==> config.mk <==
export PLATFORM = sky130hd
export DESIGN_NAME = itu_div
export DESIGN_NICKNAME = d
export VERILOG_FILES = /design/src/design/assert_macros.svh /design/src/design/itu_pkg.sv /design/src/design/itu_div.sv
export SDC_FILE = /design/constraint.sdc
export NUM_CORES = 1
export LEC_CHECK = 0
export ABC_CLOCK_PERIOD_IN_PS = 3600
export BUFFER_PORTS_ARGS = -buffer_cell sky130_fd_sc_hd__buf_4
export CAP_MARGIN = 30
export CORE_ASPECT_RATIO = 1.1
export CORE_UTILIZATION = 46
export CTS_BUF_LIST = sky130_fd_sc_hd__clkbuf_2 sky130_fd_sc_hd__clkbuf_4 sky130_fd_sc_hd__clkbuf_8
export CTS_CLUSTER_SIZE = 10
export DETAILED_ROUTE_END_ITERATION = 12
export GPL_TIMING_DRIVEN = 0
export HOLD_SLACK_MARGIN = 0.03
export PLACE_DENSITY = 0.68
export SLEW_MARGIN = 20
export SYNTH_ARGS = -nofsm -noshare
export SYNTH_HDL_FRONTEND = slang
export SYNTH_SLANG_ARGS = --single-unit
==> constraint.sdc <==
create_clock -name clk -period 3.6 [get_ports clk]
set_input_delay 0.36 -clock clk [delete_from_list [all_inputs] [get_ports clk]]
set_output_delay 0.36 -clock clk [all_outputs]
set_load 0.005 [all_outputs]
==> src/design/assert_macros.svh <==
// Assertion helpers; clk and rst_n must be visible at the point of use.
`ifndef ASSERT_MACROS_SVH
`define ASSERT_MACROS_SVH

// Same-cycle implication.
`define ASSERT_IMPL(lbl, ante, cons) \
  lbl: assert property (@(posedge clk) disable iff (!rst_n) (ante) |-> (cons)) \
    else $error("assertion failed");

// Next-cycle implication.
`define ASSERT_NEXT(lbl, ante, cons) \
  lbl: assert property (@(posedge clk) disable iff (!rst_n) (ante) |=> (cons)) \
    else $error("assertion failed");

`endif

==> src/design/itu_pkg.sv <==
`default_nettype none
package itu_pkg;

  typedef struct packed {
    logic               command;
    logic signed [15:0] accel_x;
    logic signed [15:0] accel_y;
    logic signed [15:0] accel_z;
    logic signed [15:0] gyro_x;
    logic signed [15:0] gyro_y;
    logic signed [15:0] gyro_z;
  } itu_in_t;

  typedef struct packed {
    logic signed [31:0] rate_x;
    logic signed [31:0] rate_y;
    logic signed [31:0] rate_z;
    logic signed [31:0] tilt_x;
    logic signed [31:0] tilt_y;
    logic signed [31:0] yaw_angle;
  } itu_out_t;

  localparam int CFG_IDX_W  = 3;
  localparam int CFG_DATA_W = 16;
  localparam logic [CFG_IDX_W-1:0] CFG_OFS_X = 3'd0;
  localparam logic [CFG_IDX_W-1:0] CFG_OFS_Y = 3'd1;
  localparam logic [CFG_IDX_W-1:0] CFG_OFS_Z = 3'd2;
  localparam logic [CFG_IDX_W-1:0] CFG_SCALE = 3'd3;
  localparam logic [CFG_IDX_W-1:0] CFG_RATE  = 3'd4;

  localparam logic [15:0] SCALE_RST = 16'd16768;
  localparam logic [12:0] RATE_RST  = 13'd250;

  localparam int DIV_NUM_W = 40;
  localparam int DIV_DEN_W = 29;
  localparam int DIV_CNT_W = 6;

  typedef struct packed {
    logic                 start;
    logic [DIV_NUM_W-1:0] num;
    logic [DIV_DEN_W-1:0] den;
  } itu_div_req_t;

  typedef struct packed {
    logic                 done;
    logic [DIV_NUM_W-1:0] quo;
    logic [DIV_DEN_W-1:0] rem;
  } itu_div_rsp_t;

  localparam int CORDIC_STEPS = 20;
  localparam int SQRT_STEPS   = 24;

  localparam logic signed [31:0] HALF_Q16     = 32'sd11796480;
  localparam logic signed [31:0] NEG_HALF_Q16 = -32'sd11796480;
  localparam logic signed [31:0] FULL_Q16     = 32'sd23592960;
  localparam logic signed [31:0] QUART_Q16    = 32'sd5898240;
  localparam logic signed [31:0] NEG_QUART    = -32'sd5898240;
  localparam logic signed [33:0] SIN_X0       = 34'sd652032874;

  function automatic logic signed [31:0] atan_deg(input logic [4:0] i);
    logic signed [31:0] v;
    case (i)
      5'd0:  v = 32'sd2949120;
      5'd1:  v = 32'sd1740967;
      5'd2:  v = 32'sd919879;
      5'd3:  v = 32'sd466945;
      5'd4:  v = 32'sd234379;
      5'd5:  v = 32'sd117305;
      5'd6:  v = 32'sd58666;
      5'd7:  v = 32'sd29335;
      5'd8:  v = 32'sd14668;
      5'd9:  v = 32'sd7334;
      5'd10: v = 32'sd3667;
      5'd11: v = 32'sd1833;
      5'd12: v = 32'sd917;
      5'd13: v = 32'sd458;
      5'd14: v = 32'sd229;
      5'd15: v = 32'sd115;
      5'd16: v = 32'sd57;
      5'd17: v = 32'sd29;
      5'd18: v = 32'sd14;
      5'd19: v = 32'sd7;
      default: v = 32'sd0;
    endcase
    return v;
  endfunction

  function automatic logic signed [31:0] sat32(input logic signed [42:0] v);
    logic signed [31:0] r;
    if (v > 43'sd2147483647) r = 32'sh7fffffff;
    else if (v < -43'sd2147483648) r = 32'sh80000000;
    else r = v[31:0];
    return r;
  endfunction

endpackage
`default_nettype wire

==> src/design/itu_div.sv <==
`default_nettype none
module itu_div (
  input  logic                 clk,
  input  logic                 rst_n,
  input  itu_pkg::itu_div_req_t req,
  output itu_pkg::itu_div_rsp_t rsp
);

  logic                             busy_r;
  logic                             done_r;
  logic [itu_pkg::DIV_CNT_W-1:0]    cnt_r;
  logic [itu_pkg::DIV_NUM_W-1:0]    n_r;
  logic [itu_pkg::DIV_DEN_W-1:0]    rem_r;
  logic [itu_pkg::DIV_DEN_W-1:0]    den_r;
  logic [itu_pkg::DIV_DEN_W:0]      rem_sh;
  logic [itu_pkg::DIV_DEN_W:0]      diff;
  logic                             fits;

  assign rem_sh = {rem_r, n_r[itu_pkg::DIV_NUM_W-1]};
  assign diff   = rem_sh - {1'b0, den_r};
  assign fits   = rem_sh >= {1'b0, den_r};

  always_ff @(posedge clk) begin
    if (!rst_n) begin
      busy_r <= 1'b0;
      done_r <= 1'b0;
    end else begin
      done_r <= 1'b0;
      if (req.start) begin
        busy_r <= 1'b1;
        cnt_r  <= '0;
        n_r    <= req.num;
        rem_r  <= '0;
        den_r  <= req.den;
      end else if (busy_r) begin
        if (fits) begin
          rem_r <= diff[itu_pkg::DIV_DEN_W-1:0];
          n_r   <= {n_r[itu_pkg::DIV_NUM_W-2:0], 1'b1};
        end else begin
          rem_r <= rem_sh[itu_pkg::DIV_DEN_W-1:0];
          n_r   <= {n_r[itu_pkg::DIV_NUM_W-2:0], 1'b0};
        end
        cnt_r <= cnt_r + 1'b1;
        if (cnt_r == itu_pkg::DIV_CNT_W'(itu_pkg::DIV_NUM_W - 1)) begin
          busy_r <= 1'b0;
          done_r <= 1'b1;
        end
      end
    end
  end

  assign rsp.done = done_r;
  assign rsp.quo  = n_r;
  assign rsp.rem  = rem_r;

endmodule
`default_nettype wire

Yosys cells after proc, flatten, opt, wreduce, memory -nomap -nowiden. Index checks and enable logic that the tools add are counted.

Register bits after elaboration: 106. Bits in latches: 0. RAM bits: 0. ROM bits: 0. Output and inout port bits: 70. Word-level logic and storage cells: 26. Memories: 0.

Add/subtract/negate cells: 2. $mul: 0. Divide/modulo/power cells: 0. $lt $le $gt $ge: 1. Equality and inequality tests: 1. Shift operators: 0. Mux-type cells: 10. Bitwise gates (word level): 2. Reduce and logical (&&, ||, !) cells: 4.

Operators by type and width (count): 40-bit two-way mux (2); 29-bit two-way mux (2); 30-bit by 29-bit >= comparator with 1-bit output (1); 29-bit subtractor (1); 6-bit by 1-bit adder with 6-bit output (second input constant) (1); 6-bit == test (second input constant) (1); 6-bit two-way mux (1); 1-bit two-way mux (5); 2-bit AND reduction (2); 3-bit OR reduction (1); 1-bit inverter (2); 2-bit nonzero test (1).

Longest topological paths before layout.
Depth after elaboration: 4. Depth in mapped cells: 13. Gate-level depth less buffers: 12.

Least setup slack after synthesis. No wires, ideal clock.

Path type: input to register. Start point: input port req[69] in the netlist's numbering. End point: register cnt_r[0] in the netlist's numbering (enable). Setup time: 0.440 ns. Arrival: 2.416 ns. Data required time: 3.160 ns. Setup slack: 0.745 ns. Cell stages on the path: 2. Buffers on the path: 1. Cell sequence: clkbuf_1 > o21a_1.

Cells in the longest elaborated chain, start to end: 2.

RTL lines: start: declaration (line itu_div.sv:5) `input itu_pkg::itu_div_req_t req,`; 2-bit nonzero test (no source line); 2-bit AND reduction (no source line); end signal: assignment (line itu_div.sv:43) `cnt_r <= cnt_r + 1'b1;`; end: declaration (line itu_div.sv:11) `logic [itu_pkg::DIV_CNT_W-1:0] cnt_r;`.

Every way passes these cells. A chain may end at the register's enable or synchronous reset.

Final worst setup path.
Start point: register n_r[39] in the netlist's numbering. End point: register rem_r[25] in the netlist's numbering (data pin).

Cells in the longest elaborated chain, start to end: 3. Elaborated cells on any way between the ends: 4.

RTL lines: start: declaration (line itu_div.sv:12) `logic [itu_pkg::DIV_NUM_W-1:0] n_r;`; start signal: assignment (line itu_div.sv:32) `n_r <= req.num;`; start signal: assignment (line itu_div.sv:38) `n_r <= {n_r[itu_pkg::DIV_NUM_W-2:0], 1'b1};`; start signal: assignment (line itu_div.sv:41) `n_r <= {n_r[itu_pkg::DIV_NUM_W-2:0], 1'b0};`; 29-bit subtractor or 30-bit by 29-bit >= comparator with 1-bit output (tied branches) (line itu_div.sv:20, itu_div.sv:21); 29-bit two-way mux (*) (line itu_div.sv:36) `if (fits) begin`; 29-bit two-way mux (*) (line itu_div.sv:35) `end else if (busy_r) begin`; end signal: assignment (line itu_div.sv:37) `rem_r <= diff[itu_pkg::DIV_DEN_W-1:0];`; end signal: assignment (line itu_div.sv:40) `rem_r <= rem_sh[itu_pkg::DIV_DEN_W-1:0];`; end: declaration (line itu_div.sv:13) `logic [itu_pkg::DIV_DEN_W-1:0] rem_r;`.

Mark *: on every way between the ends. The rest lies on a longest branch, timed or not. The select of a mux whose other input is x is not followed.

==> run metrics <==
# diodes=0; total track usage=0.207; CTS H-tree lvls=3; Seq/Total Area, Yosys=0.531; routed wire length=between 10 and 15 mm; Critical Path End Type=flip-flop; share of post-route cells with drive strength above 1=0.334; worst r2r src=n_r[39]; Post-Synthesis Cells=505; Antenna Nets Post-Route=0; Overflow after GRT=0; Via density=approximately 5.4; Final Cycle Share=0.893; hold path depth=1; final routed DRC violation total=0; f_max=311 MHz; Clock Tree Root=clkbuf_8; postcts setup bufs=0; Initial Util=0.471; Final Cell Area=7450 um^2; WL/cell=~16 um; slowest stage delay, CP=0.44 ns; Hold WS=0.141 ns; final net count=760; r2r endpoint=rem_r[25]; clock latency on the worst-skew pair=roughly 0.38 ns; top-area cell type share of the netlist area=0.524; clk sink count=106; Worst Max-Slew Pin Slew=0.746 ns; minimum clock period=between 3 and 4 ns; Synth Area per Inst=between 10 and 15 um^2; placed cell areas=~7200 um^2; R2R Setup Slk=approximately 0.39 ns; hpwl dp=~9.9 mm; First-pass DRT Iterations=5; Yosys top cell by area=edfxtp_1; mapped cell area=between 5000 and 6000 um^2; Top FF cell, synth=edfxtp_1; die area=13,400 um^2; leakage=0.00317 uW; CP Buf/Inv Count=3; top-count cell post-synth=edfxtp_1; WHS Endpoint=den_r[22]; ys async rst share=0; first-pass GRT wire length=21.8 mm; Total Neg Setup Slack=0 ns; worst path required time=around 3.7 ns; PortBufs=140; Final Non-Filler Cells=a little over 800; largest net degree at the start of global routing=47; Die Span X=roughly 110 um; #FFs+latches synth=106; Final setup viols=0; Worst Path Max Fanout=10; EDFF count, synth=104; CTS resizes=0; skew final=0.0124 ns; crit-path leading delay family=compound AO/OA/AOI/OAI gates; worst-path cell chain=inv_1 -> ha_1 -> inv_1 -> fa_1 -> a21oi_1 -> o211ai_1 -> a21oi_2 -> a31oi_4 -> a21oi_2 -> o41ai_4 -> buf_4 -> o311ai_0 -> o221ai_1; # IOs=approximately 140; Max Cap Viol=0; Commonest cells post-synth=edfxtp_1, nor2_1, mux2_2; Tot Pwr=between 3000 and 4000 uW; maximum vdd drop=approximately 0.00024 V; vias in the first global route=around 4.5k; Fin. Hold Viols=0; worst hold start=req[22]; unrepaired setup endpoints after global routing=no; Final Slew Violations=0; Hold Buf Count CTS=0; WS Path Type=flip-flop to flip-flop; Inserted Clock Buffers=9; synth unique cells=53; Rows=between 40 and 50; Reg2Reg Depth=13; DIE HEIGHT=~120 um; Synth-to-Final Area Change=25.1%; DRT iter0 DRCs=roughly 250; CP arrival=between 3 and 4 ns; GP Congestion=between 0.9 and 1; status=finished clean; top cells by area, synth=edfxtp_1, mux2_2, ha_1; crit start category=flip-flop; Min-Delay Path Class=input port to flip-flop; DR vias=between 4k and 5k; Power Density=~430 nW/um^2; Slew HR=0.502; CP max stage cell=edfxtp_1; initial antenna violation count=0; syn nets=approximately 600; Placeable Area=between 10,000 and 15,000 um^2; CTS tree=yes; Synth warnings=0; clk buf depth=2; placed cell count=803; clk slew on worst S/H paths=0.11 ns
-- metrics by stage --
stage	utilization	setup WS, ns
2_1_floorplan	-	0.745
3_3_place_gp	0.570	-0.213
3_5_place_dp	0.572	0.420
4_1_cts	0.589	0.375
5_1_grt	0.589	0.124
6_report	0.589	0.386
-- cells by family (layout without fill, tap and decap cells) --
logic type / after synthesis / after routing / synth area share
simple gates: 131 / 131 / 0.105
compound gates: 108 / 108 / 0.129
flops: 106 / 106 / 0.531
mux: 55 / 55 / 0.101
buf+inv: 54 / 211 / 0.0382
fa+ha+maj: 31 / 31 / 0.0664
xor+xnor: 20 / 20 / 0.0294
-- worst max-delay path by stage --
stage               startpoint        end  slack, ns  depth (start not counted)
floorplan              req[69]   cnt_r[0]       0.74                          2
global placement       req[69]  rem_r[18]      -0.21                          2
detailed placement     n_r[39]  rem_r[25]       0.42                         13
CTS                    n_r[39]  rem_r[25]       0.38                         13
global route           n_r[39]  rem_r[25]       0.12                         13
finish                 n_r[39]  rem_r[25]       0.39                         13
-- power by group --
part | total (uW) | internal, uW | leakage, uW | switching, uW
combinational | 891 | 430 | 0.00206 | 461
clock | 788 | 348 | 0.000105 | 440
sequential | 1540 | 1480 | 0.00101 | 60.1
total | 3220 | 2260 | 0.00317 | 961
-- sequential cells by signal, indices dropped and copies added, names as in the netlist --
signal / count
cnt_r: 6
rem_r: 29
den_r: 29
done_r: 1
n_r: 40
busy_r: 1
-- placed cells by master (no fill, tap or decap), types with 14 or more instances in the layout --
cell and count:
mux2i_1 14, nand2_1 28, a21o_1 18, edfxtp_1 104, buf_4 142, nor2_1 47, nand3_1 15, ha_1 30
a21oi_1 32, o21ai_0 15, inv_1 40, mux2_2 41
-- per-layer routing --
| metal | GRT usage | vias to the layer above | routed length, um |
|---|---|---|---|
| met1 | 0.263 | 2049 | 5920 |
| met5 | 0 | - | 0 |
| met4 | 0.0842 | 0 | 194 |
| met2 | 0.336 | 139 | 6300 |
| li1 | - | 2184 | - |
| met3 | 0.0549 | 13 | 994 |
-- cell type report --
type | instances | area (um^2)
flip-flops and latches | 106 | 3160
well taps | 157 | 196
clock buffers | 10 | 138
plain buffers | 14 | 77.6
fillers | 1060 | 5200
clock inverters | 6 | 71.3
inverters | 40 | 150
repair buffers | 141 | 1080
multi-input cells | 345 | 2570
(Power assumes the default switching activity.)
